**config.mk**
```make
export PLATFORM = sky130hd
export DESIGN_NAME = diu_fifo
export DESIGN_NICKNAME = d
export VERILOG_FILES = /design/src/hw/rtl/dual_imu_odometry_update_assert.svh /design/src/hw/rtl/diu_pkg.sv /design/src/hw/rtl/diu_fifo.sv
export SDC_FILE = /design/constraint.sdc
export NUM_CORES = 1
export LEC_CHECK = 0
export BUFFER_PORTS_ARGS = -buffer_cell sky130_fd_sc_hd__buf_2
export CAP_MARGIN = 10
export CORE_MARGIN = 2
export CORE_UTILIZATION = 49
export CTS_BUF_LIST = sky130_fd_sc_hd__clkbuf_8
export DETAILED_ROUTE_END_ITERATION = 8
export PLACE_DENSITY = 0.78
export SYNTH_ARGS = -nofsm -noshare
export SYNTH_HDL_FRONTEND = slang
export SYNTH_SLANG_ARGS = --single-unit
```
**constraint.sdc**
```tcl
create_clock -name clk -period 4.3 [get_ports clk]
set_clock_uncertainty 0.15 [all_clocks]
set_input_delay 0.215 -clock clk [delete_from_list [all_inputs] [get_ports clk]]
set_output_delay 0.215 -clock clk [all_outputs]
set_load 0.01 [all_outputs]
```
**src/hw/rtl/dual_imu_odometry_update_assert.svh**
```systemverilog
// Assertion macros shared by the odometry update RTL.
`ifndef DUAL_IMU_ODOMETRY_UPDATE_ASSERT_SVH
`define DUAL_IMU_ODOMETRY_UPDATE_ASSERT_SVH

// Same-cycle implication, checked outside reset.
`define DIU_ASSERT_NOW(label, ante, cons, msg) \
    label: assert property (@(posedge clk) disable iff (!rst_n) (ante) |-> (cons)) \
        else $error(msg);

// Next-cycle implication, checked outside reset.
`define DIU_ASSERT_NEXT(label, ante, cons, msg) \
    label: assert property (@(posedge clk) disable iff (!rst_n) (ante) |=> (cons)) \
        else $error(msg);

`endif

```
**src/hw/rtl/diu_pkg.sv**
```systemverilog
// Shared types, constants and helper functions of the odometry update block.
`default_nettype none

package diu_pkg;

    localparam int FRAC_BITS_DEF = 16;
    localparam int POS_WIDTH_DEF = 48;

    localparam int HEAD_W  = 16;
    localparam int COUNT_W = 32;
    localparam int AVG_W   = 33;
    localparam int FIFO_W  = 2 * HEAD_W + AVG_W;
    localparam int FIFO_DEPTH = 2;

    // pi * 2^44, truncated
    localparam logic [63:0] PI44 = 64'h0000_3243_F6A8_885A;
    localparam int FULL_CDEG = 36000;
    localparam int HALF_CDEG = 18000;

    localparam int CDEG_DIV_W = 15;
    localparam int SER_DIV_W  = 10;
    localparam int DIV_DIGIT  = 4;
    localparam int TERM_LAST  = 11;

    typedef struct packed {
        logic full;
        logic empty;
    } fifo_stat_t;

    typedef enum logic [3:0] {
        B_IDLE,
        B_MUL,
        B_NUM,
        B_RAD_DIV,
        B_ANGLE,
        B_MEAN,
        B_QUAD,
        B_SQUARE,
        B_TERM_MUL,
        B_TERM_START,
        B_TERM_DIV,
        B_FINISH,
        B_STEP,
        B_ACC
    } back_state_t;

    // One full turn in Q3.f radians, rounded.
    function automatic logic [63:0] full_turn(input int f);
        return ((PI44 << 1) + (64'd1 << (43 - f))) >> (44 - f);
    endfunction

    // Series divisor (n+1)(n+2) for term j of the sine or cosine expansion.
    function automatic logic [SER_DIV_W-1:0] series_div(input logic [3:0] j,
                                                        input logic is_sin);
        logic [4:0] a;
        a = is_sin ? {j, 1'b0} : ({j, 1'b0} - 5'd1);
        return SER_DIV_W'(a) * SER_DIV_W'(a + 5'd1);
    endfunction

endpackage

`default_nettype wire

```
**src/hw/rtl/diu_fifo.sv**
```systemverilog
// Short queue of decoded samples between the front and the back.
`default_nettype none

module diu_fifo #(
    parameter int WIDTH = diu_pkg::FIFO_W,
    parameter int DEPTH = diu_pkg::FIFO_DEPTH
) (
    input  wire logic             clk,
    input  wire logic             rst_n,
    input  wire logic             push,
    input  wire logic [WIDTH-1:0] push_data,
    input  wire logic             pop,
    output logic [WIDTH-1:0]      pop_data,
    output diu_pkg::fifo_stat_t   stat
);

    localparam int PTR_W = $clog2(DEPTH);
    localparam int CNT_W = $clog2(DEPTH + 1);

    logic [WIDTH-1:0] mem_reg [DEPTH];
    logic [PTR_W-1:0] wr_ptr_reg, wr_ptr_next;
    logic [PTR_W-1:0] rd_ptr_reg, rd_ptr_next;
    logic [CNT_W-1:0] count_reg, count_next;

    always_comb
    begin
        wr_ptr_next = wr_ptr_reg;
        rd_ptr_next = rd_ptr_reg;
        count_next  = count_reg;
        if (push)
        begin
            wr_ptr_next = (wr_ptr_reg == PTR_W'(DEPTH - 1)) ? '0 : wr_ptr_reg + 1'b1;
        end
        if (pop)
        begin
            rd_ptr_next = (rd_ptr_reg == PTR_W'(DEPTH - 1)) ? '0 : rd_ptr_reg + 1'b1;
        end
        if (push && !pop)
        begin
            count_next = count_reg + 1'b1;
        end
        else if (pop && !push)
        begin
            count_next = count_reg - 1'b1;
        end
    end

    always_ff @(posedge clk or negedge rst_n)
    begin
        if (!rst_n)
        begin
            wr_ptr_reg <= '0;
            rd_ptr_reg <= '0;
            count_reg  <= '0;
        end
        else
        begin
            wr_ptr_reg <= wr_ptr_next;
            rd_ptr_reg <= rd_ptr_next;
            count_reg  <= count_next;
        end
    end

    always_ff @(posedge clk)
    begin
        if (push)
        begin
            mem_reg[wr_ptr_reg] <= push_data;
        end
    end

    assign pop_data   = mem_reg[rd_ptr_reg];
    assign stat.full  = (count_reg == CNT_W'(DEPTH));
    assign stat.empty = (count_reg == '0);

endmodule

`default_nettype wire

```
==> summary.md <==
| Metric | Value |
|---|---|
| Root buf cell | clkbuf_8 |
| Area growth syn-to-layout | 37.9% |
| # setup viols final | 0 |
| Core area | 10100 µm² |
| DRC | 0 |
| DR WL met2 | 4700 µm |
| Antenna diode count | 0 |
| RR Endpoint | mem_reg[0][37] |
| Layout Nets | 505 |
| Design area | slightly below 7000 µm² |
| Global-route wire length before repair | 14200 µm |
| Number of buffers created by CTS | 17 |
| CTS tree | built |
| Final Core Density | 0.686 |
| Layout cells sized above 1 | 0.521 |
| Post-DR wirelength/cell | 15.6 µm |
| Detail Route met3 WL | ~500 µm |
| Hold Crit Class | flop to flop |
| Register area share after synthesis | 0.795 |
| Cell area after placement | 5840 µm² |
| CTS Buffer Depth | 2 |
| Hold endpoint | count_reg[1] |
| Worst path bufs/invs | 1 |
| Dpl hpwl | just under 5000 µm |
| Port buffer count | 135 |
| Peak supply drop | 0.343 mV |
| R2r setup slk | 2.15 ns |
| RSZ-0062 raised after global routing | false |
| Pwr Density | 601 nW/µm² |
| Max FFs per register | 130 |
| Total gr overflow | 0 |
| Final Max Tran Viols | 0 |
| Sink Count | 134 |
| Pre-CTS WS | between 2 and 2.5 ns |
| TritonRoute pass-1 iters | 4 |
| DR top layer | met4 |
| CTS H-tree lvls | 4 |
| Clock Latency Late Sink | 0.41 ns |
| WL final | 9090 µm |
| Die ar. | about 11000 µm² |
| Post-CTS Resized | 0 |
| Crit. End Element | output port |
| Final ANT Viol Nets | 0 |
| Worst reg2reg startpoint | wr_ptr_reg |
| Routability cong. | 0.686 |
| Synth area leaders | edfxtp_1 77%, mux2_4 12%, mux2_2 5.6%, dfrtp_1 2.0%, buf_6 1.1% |
| CP Depth | 2 |
| Synthesized Nets | 288 |
| Row count | 37 |
| Crit-path leading delay family | flip-flops |
| CP Class | flop to output port |
| R2r worst-path depth | 2 |
| Initial Utilization | 0.497 |
| Crit path required time | about 4 ns |
| Vias in the first global route | roughly 3000 |
| Fmax | 390 MHz |
| Total Routing Usage GR | 0.169 |
| Final worst setup slack | 1.74 ns |
| Post-route setup TNS | 0 ns |
| Crit-path max FO | 66 |
| Flops & latches, synth | 134 |
| Area of the mapped netlist | 5040 µm² |
| Syn avg cell area | 23.1 µm² |
| Initial DRC count | 150 |
| Final period utilization | 0.596 |
| Post-layout min period | 2.56 ns |
| Top-area cell type share of the netlist area | 0.775 |
| Chip height | 105 µm |
| Reg clk slew, reported paths | around 0.070 ns |
| Synthesis warning total | 0 |
| Slew @ Worst Pin | 1.12 ns |
| Largest net degree at the start of global routing | 67 |
| Filler cells | about 660 |
| Min-Delay Path Depth | 1 |
| # IOs | 136 |
| Outcome | completed |
| Leak | 2.78 nW |
| Die width | ~110 µm |
| Vias per std cell | approximately 4.7 |
| Antenna violations before repair | 0 |
| Final hold vios | 0 |
| Worst relative slew slack | 0.254 |
| CP max stage delay | between 1 and 1.5 ns |
| Vias | around 2700 |
| Post-synth cell types | 13 |
| Max Cap Violations | 0 |
| Cell chain of the critical path | mux2_2 > buf_2 |
| Post-Synthesis Cells | 218 |
| Metal-1 WL | 3790 µm |
| Post-synth top area cell | edfxtp_1 |
| Hold path startpoint | count_reg[1] |
| Slowest-stage cell, CP | dfrtp_4 |
| Critical Path AT | around 2.2 ns |
| Setup bufs post-CTS | 0 |
| Critical Path Source Type | flop |
## power breakdown
group	switching (mW)	total [mW]	internal (mW)
Sequential	0.221	1.96	1.74
Combinational	0.479	1.13	0.651
Clock	0.462	1.09	0.626
## cells in the final DEF, fill, tap and decap left out, drive strengths merged, types with 4 or more instances in the layout
master and count:
mux2 65, inv 4, bufinv 4, xor2 4, clkinv 4, dfrtp 4
dlygate4sd3 69, buf 136, clkbuf 17, edfxtp 130
## worst register-to-register path: stages (launching register included)
cell,delay [ns]
dfrtp_1,0.43
nor2b_4,0.57
buf_4,0.62
## synth_stat cells, drive strengths merged
library cell,instances
edfxtp,130
mux2,65
buf,7
dfrtp,4
xor2,4
nor2,2
nor2b,2
and2,1
ha,1
inv,1
xnor2,1
## through the flow
step           hold WS [ns]  power (mW)  cells
6_report              0.367        4.17    583
5_1_grt               0.339        4.36    583
4_1_cts               0.333        4.21    583
3_5_place_dp         -0.120        3.07    483
3_3_place_gp         -0.123        3.05    483
2_1_floorplan        -0.231        2.70    218
## cell families after synthesis
kind of cell  after synthesis  synth area share
flops                     134             0.795
fa+ha+maj                   1           0.00248
mux                        65             0.175
simple gates                5           0.00522
xor+xnor                    5           0.00869
buf+inv                     8            0.0139
## cell type report
type	count	area [µm²]	area share
Sequential cell	134	4010	0.577
Timing Repair Buffer	205	1370	0.198
Multi-Input combinational cell	76	975	0.140
Clock buffer	17	234	0.0337
Clock inverter	14	186	0.0268
Tap cell	136	170	0.0245
Inverter	1	3.75	0.000540
## per-layer routing
metal	track usage	vias to the layer above
met4	0.0600	0
li1	-	1293
met1	0.200	1336
met3	0.0532	11
met5	0	-
met2	0.292	105
## worst max-delay path by stage
stage                                end  slack, ns        from
final                       pop_data[49]       1.74  rd_ptr_reg
after global placement    mem_reg[0][48]       2.16  wr_ptr_reg
after detailed placement  mem_reg[0][43]       2.10  wr_ptr_reg
after CTS                   pop_data[49]       1.70  rd_ptr_reg
after global routing        pop_data[49]       1.63  rd_ptr_reg
after floorplan            mem_reg[0][0]       0.36  wr_ptr_reg
## repair_timing
item / CTS / global route
hold endpoints to repair: 136 / 0
setup endpoints to repair: 0 / 0
hold buffers: 69 / 0
(Power assumes the default switching activity.)
