[src/hw/rtl/dual_imu_odometry_update_assert.svh]
// Assertion macros shared by the odometry update RTL.
`ifndef DUAL_IMU_ODOMETRY_UPDATE_ASSERT_SVH
`define DUAL_IMU_ODOMETRY_UPDATE_ASSERT_SVH

// Same-cycle implication, checked outside reset.
`define DIU_ASSERT_NOW(label, ante, cons, msg) \
    label: assert property (@(posedge clk) disable iff (!rst_n) (ante) |-> (cons)) \
        else $error(msg);

// Next-cycle implication, checked outside reset.
`define DIU_ASSERT_NEXT(label, ante, cons, msg) \
    label: assert property (@(posedge clk) disable iff (!rst_n) (ante) |=> (cons)) \
        else $error(msg);

`endif

[src/hw/rtl/diu_pkg.sv]
// Shared types, constants and helper functions of the odometry update block.
`default_nettype none

package diu_pkg;

    localparam int FRAC_BITS_DEF = 16;
    localparam int POS_WIDTH_DEF = 48;

    localparam int HEAD_W  = 16;
    localparam int COUNT_W = 32;
    localparam int AVG_W   = 33;
    localparam int FIFO_W  = 2 * HEAD_W + AVG_W;
    localparam int FIFO_DEPTH = 2;

    // pi * 2^44, truncated
    localparam logic [63:0] PI44 = 64'h0000_3243_F6A8_885A;
    localparam int FULL_CDEG = 36000;
    localparam int HALF_CDEG = 18000;

    localparam int CDEG_DIV_W = 15;
    localparam int SER_DIV_W  = 10;
    localparam int DIV_DIGIT  = 4;
    localparam int TERM_LAST  = 11;

    typedef struct packed {
        logic full;
        logic empty;
    } fifo_stat_t;

    typedef enum logic [3:0] {
        B_IDLE,
        B_MUL,
        B_NUM,
        B_RAD_DIV,
        B_ANGLE,
        B_MEAN,
        B_QUAD,
        B_SQUARE,
        B_TERM_MUL,
        B_TERM_START,
        B_TERM_DIV,
        B_FINISH,
        B_STEP,
        B_ACC
    } back_state_t;

    // One full turn in Q3.f radians, rounded.
    function automatic logic [63:0] full_turn(input int f);
        return ((PI44 << 1) + (64'd1 << (43 - f))) >> (44 - f);
    endfunction

    // Series divisor (n+1)(n+2) for term j of the sine or cosine expansion.
    function automatic logic [SER_DIV_W-1:0] series_div(input logic [3:0] j,
                                                        input logic is_sin);
        logic [4:0] a;
        a = is_sin ? {j, 1'b0} : ({j, 1'b0} - 5'd1);
        return SER_DIV_W'(a) * SER_DIV_W'(a + 5'd1);
    endfunction

endpackage

`default_nettype wire

[src/hw/rtl/diu_front.sv]
// Front end: takes samples, mirrors headings and averages encoder deltas.
`default_nettype none

module diu_front (
    input  wire logic                          clk,
    input  wire logic                          rst_n,
    input  wire logic                          in_valid,
    output logic                               in_stall,
    input  wire logic [diu_pkg::HEAD_W-1:0]    left_heading,
    input  wire logic [diu_pkg::HEAD_W-1:0]    right_heading,
    input  wire logic signed [diu_pkg::COUNT_W-1:0] left_count,
    input  wire logic signed [diu_pkg::COUNT_W-1:0] right_count,
    input  wire diu_pkg::fifo_stat_t           stat,
    output logic                               push,
    output logic [diu_pkg::FIFO_W-1:0]         push_data
);

    localparam int HW = diu_pkg::HEAD_W;
    localparam int CW = diu_pkg::COUNT_W;
    localparam logic [HW-1:0] FULL = HW'(diu_pkg::FULL_CDEG);

    logic signed [CW-1:0] prev_left_reg, prev_right_reg;
    logic [HW-1:0]        m_left, m_right;
    logic signed [CW+1:0] delta_sum;
    logic signed [CW+1:0] half_sum;

    assign in_stall = stat.full;
    assign push     = in_valid && !stat.full;

    // mirror: |36000 - h|
    assign m_left  = (left_heading <= FULL) ? (FULL - left_heading) : (left_heading - FULL);
    assign m_right = (right_heading <= FULL) ? (FULL - right_heading)
                                             : (right_heading - FULL);

    assign delta_sum = ((CW + 2)'(left_count) - (CW + 2)'(prev_left_reg))
                     + ((CW + 2)'(right_count) - (CW + 2)'(prev_right_reg));
    // halve, truncating toward zero
    assign half_sum  = (delta_sum + (CW + 2)'(delta_sum[CW + 1])) >>> 1;

    assign push_data = {m_left, m_right, half_sum[diu_pkg::AVG_W-1:0]};

    always_ff @(posedge clk or negedge rst_n)
    begin
        if (!rst_n)
        begin
            prev_left_reg  <= '0;
            prev_right_reg <= '0;
        end
        else if (push)
        begin
            prev_left_reg  <= left_count;
            prev_right_reg <= right_count;
        end
    end

endmodule

`default_nettype wire

[config.mk]
export PLATFORM = sky130hd
export DESIGN_NAME = diu_front
export DESIGN_NICKNAME = d
export VERILOG_FILES = /design/src/hw/rtl/dual_imu_odometry_update_assert.svh /design/src/hw/rtl/diu_pkg.sv /design/src/hw/rtl/diu_front.sv
export SDC_FILE = /design/constraint.sdc
export NUM_CORES = 1
export LEC_CHECK = 0
export BUFFER_PORTS_ARGS = -buffer_cell sky130_fd_sc_hd__buf_2
export CAP_MARGIN = 40
export CORE_UTILIZATION = 49
export CTS_CLUSTER_DIAMETER = 80
export DETAILED_ROUTE_END_ITERATION = 16
export HOLD_SLACK_MARGIN = 0.15
export PLACE_DENSITY = 0.69
export SLEW_MARGIN = 20
export SYNTH_ARGS = -nofsm -noshare
export SYNTH_HDL_FRONTEND = slang
export SYNTH_SLANG_ARGS = --single-unit
[constraint.sdc]
create_clock -name clk -period 14.1 [get_ports clk]
set_input_delay 2.115 -clock clk [delete_from_list [all_inputs] [get_ports clk]]
set_output_delay 2.115 -clock clk [all_outputs]
set_load 0.005 [all_outputs]
==> qor.yml <==
global_route:
  grt_pass1_vias: 6890
  grt_first_pass_wirelength_mm: 31.83
  grt_max_degree: 73
  track_usage: 0.2370
  antenna_found_initial: 0
  grt.overflow.total: 0
critical_path:
  path_common_cell: "inv_1"
  crit_chain: "buf_2 -> inv_1 -> fa_1 -> fa_1 -> inv_1 -> ha_1 -> a21oi_1 -> o21ai_0 -> a21oi_1 -> a21boi_0 -> a211oi_1 -> xnor2_1 -> and2_1 -> ha_1 -> inv_1 -> nor4_2 -> nand4_1 -> nor4_1 -> xnor2_1 -> buf_2"
  cp_num_buf_inv: 5
  slowest_delay_ns: 0.55
  criticalPathCategory: "in -> out"
  required_ns: 11.98
  cp_max_fo: 9
  cp-end-kind: "output pin"
  slowest_stage: "nor4_2"
  cp_data_arrival_time_ns: 7.30
  worstSetupStartpointType: "primary input"
  cp_top_family: "adder cells"
power_and_ir_drop:
  p_clk_frac: 0.105
  p_total_mw: 2.087
  netSwitchingFraction: 0.5243
  p_comb_frac: 0.788
  p_per_area_nw_per_um2: 223.1
  ir_drop_v: 0.0001064
  intPower_uw: 992.8
  p_seq_frac: 0.107
  p_switching_mw: 1.094
  leakage_nw: 4.529
sta:
  hold_viol: 0
  finalCritPeriodShare: 0.6677
  slew_viol_final: 0
  rsz0062_at_grt: "false"
  setup_tns_ns: 0
  worst_slew_pin_slew_ns: 0.6605
  setup_viol: 0
  hold_slack_ns: 0.5022
  relSlewSlack: 0.5550
  timing.fmax_mhz: 106.2
  fin_worst_skew_ns: 0
  timing.final.ws_setup_ns: 4.686
  min_period_ns: 9.414
clock_network:
  clk_pin_slew_ns: 0.05
  post_cts_buffers: 0
  htree_levels: 3
  numCtsBuffers: 9
  tritoncts: "yes"
  clk_latency_ns: 0.34
  clock_sinks: 64
  clockBufferDepth: 2
  cts_root_buffer: "clkbuf_16"
  ctsHoldBuffers: 0
  ctsResizeCount: 0
run:
  drv_cap: 0
yosys:
  synth.cell_area_um2: 8118
  syn_inst: 1015
  yosysTopAreaCell: "dfrtp_1"
  ys.warnings.count: 0
  synth_top_cell_area_share: 0.1973
  syn_avg_cell_area_um2: 7.998
  synth_edf_count: 0
  synthTopCellsByArea: "dfrtp_1 (20%), fa_1 (16%), inv_1 (6.9%)"
  synth_nets: 1223
  ys_ff_latch: 64
  async_flop_share: 1.000
  yosysSeqAreaShare: 0.1973
  yosysUniqueCellTypes: 89
  synth_ff_type: "dfrtp_1"
floorplanning:
  die_area_um2: 17090
  rows: 46
  initial_utilization: 0.5074
  die_x_um: 130.7
  num_io_pins: 168
  core_area_um2: 16000
  die_height_um: 130.7
cells_and_area:
  nNetsFinal: 1361
  areaGrowthSynthToFinish_pct: 15.26
  antenna_cells: 0
  final_cell_area_um2: 9356
  drive_above_1_share: 0.1934
outcome:
  status: "completed"
route:
  viasPerCell: 5.278
  drt_iter0_drc: 359
  drc_errors: 0
  wl_per_cell_um: 13.69
  routed_wirelength_mm: 18.82
  drt_first_pass_iters: 5
  vias: 7252
  ant_nets: 0
placed_design:
  place.gp.congestion: 0.9231
  io_buffers: 166
  place_area_um2: 9047
  place_hpwl_mm: 15.40
  dp_worst_setup_slack_ns: 4.706
worst_hold_path:
  holdCritPathClass: "reg -> reg"
[synthesized netlist by cell type (7+ instances only)]
library cell,instances
o21a_1,7
nor4_1,11
o211ai_1,10
xor2_1,31
clkbuf_1,21
nand3_1,20
a211oi_1,8
nand4_1,19
xnor2_1,44
fa_1,65
nor3_1,27
nand2b_1,10
a21o_1,8
inv_1,149
nor2_1,57
nand2_1,129
dfrtp_1,64
ha_1,42
a21oi_1,54
o21ai_0,100
[final cells by class]
type | instances | area (um2)
timing repair buffer | 170 | 880.8
multi-input combinational | 759 | 5763
sequential | 64 | 1602
clock inverter | 4 | 45.04
clock buffer | 12 | 236.5
inverter | 149 | 559.3
fill | 1545 | 6644
tap | 216 | 270.3
[through the flow]
stage                     std cells  utilization
after detailed placement       1357       0.5655
after global placement         1357       0.5655
after global routing           1374       0.5848
after CTS                      1373       0.5830
final                          1374       0.5848
after floorplan                1015            -
[layer usage]
metal,part of all wire,GRT usage,vias to the layer above
met3,0.056,0.03787,26
li1,-,-,3693
met4,0.018,0.07099,0
met2,0.47,0.4021,192
met5,0,0,-
met1,0.45,0.3118,3341
[cells by family (layout without fill, tap and decap cells)]
family | Yosys count | in the layout | synth area share
and+or+nand+nor | 319 | 319 | 0.1973
AOI/OAI and AO/OA | 252 | 252 | 0.1965
buffers and inverters | 192 | 335 | 0.09464
adders and majority gates | 107 | 107 | 0.2250
xor gates and xnor gates | 76 | 76 | 0.08292
DFF | 64 | 64 | 0.1973
muxes | 5 | 5 | 0.006319
[worst register-to-register path, delay by kind of cell, from the launching register on]
family / cells / cell delay (ns)
compound gates: 1 / 0.10
flops: 1 / 0.40
simple gates: 1 / 0.06
[final timing paths]
check                                   from           endpoint  slack, ns  cells past startpoint
max                           left_count[16]      push_data[31]       4.69                     20
min                        prev_right_reg[7]  prev_right_reg[7]       0.50                      2
max reg2reg                 prev_left_reg[4]   prev_left_reg[4]      13.40                      2
min reg2reg                prev_right_reg[7]  prev_right_reg[7]       0.50                      2
max in group asynchronous              rst_n   prev_left_reg[5]      11.84                      3
min in group asynchronous              rst_n  prev_left_reg[27]       1.74                      2
[power by group through the flow]
| stage | combinational [mW] | clock, mW | sequential (mW) |
|---|---|---|---|
| 2_1_floorplan | 1.18 | 0 | 0.223 |
| 3_3_place_gp | 1.61 | 0 | 0.226 |
| 3_5_place_dp | 1.63 | 0 | 0.227 |
| 4_1_cts | 1.64 | 0.226 | 0.224 |
| 5_1_grt | 1.84 | 0.234 | 0.227 |
| 6_report | 1.64 | 0.220 | 0.224 |
[placed cells by master (no fill, tap or decap), types with 10 or more instances in the layout]
cell type,instances
nand4_1,19
fa_1,65
nor3_1,27
o21ai_0,100
nor2_1,57
xor2_1,31
o211ai_1,10
inv_1,149
xnor2_1,44
nand2_1,129
dfrtp_1,64
ha_1,42
a21oi_1,54
nand3_1,20
nor4_1,11
buf_2,166
No activity file was read; power rests on OpenSTA's default activity.
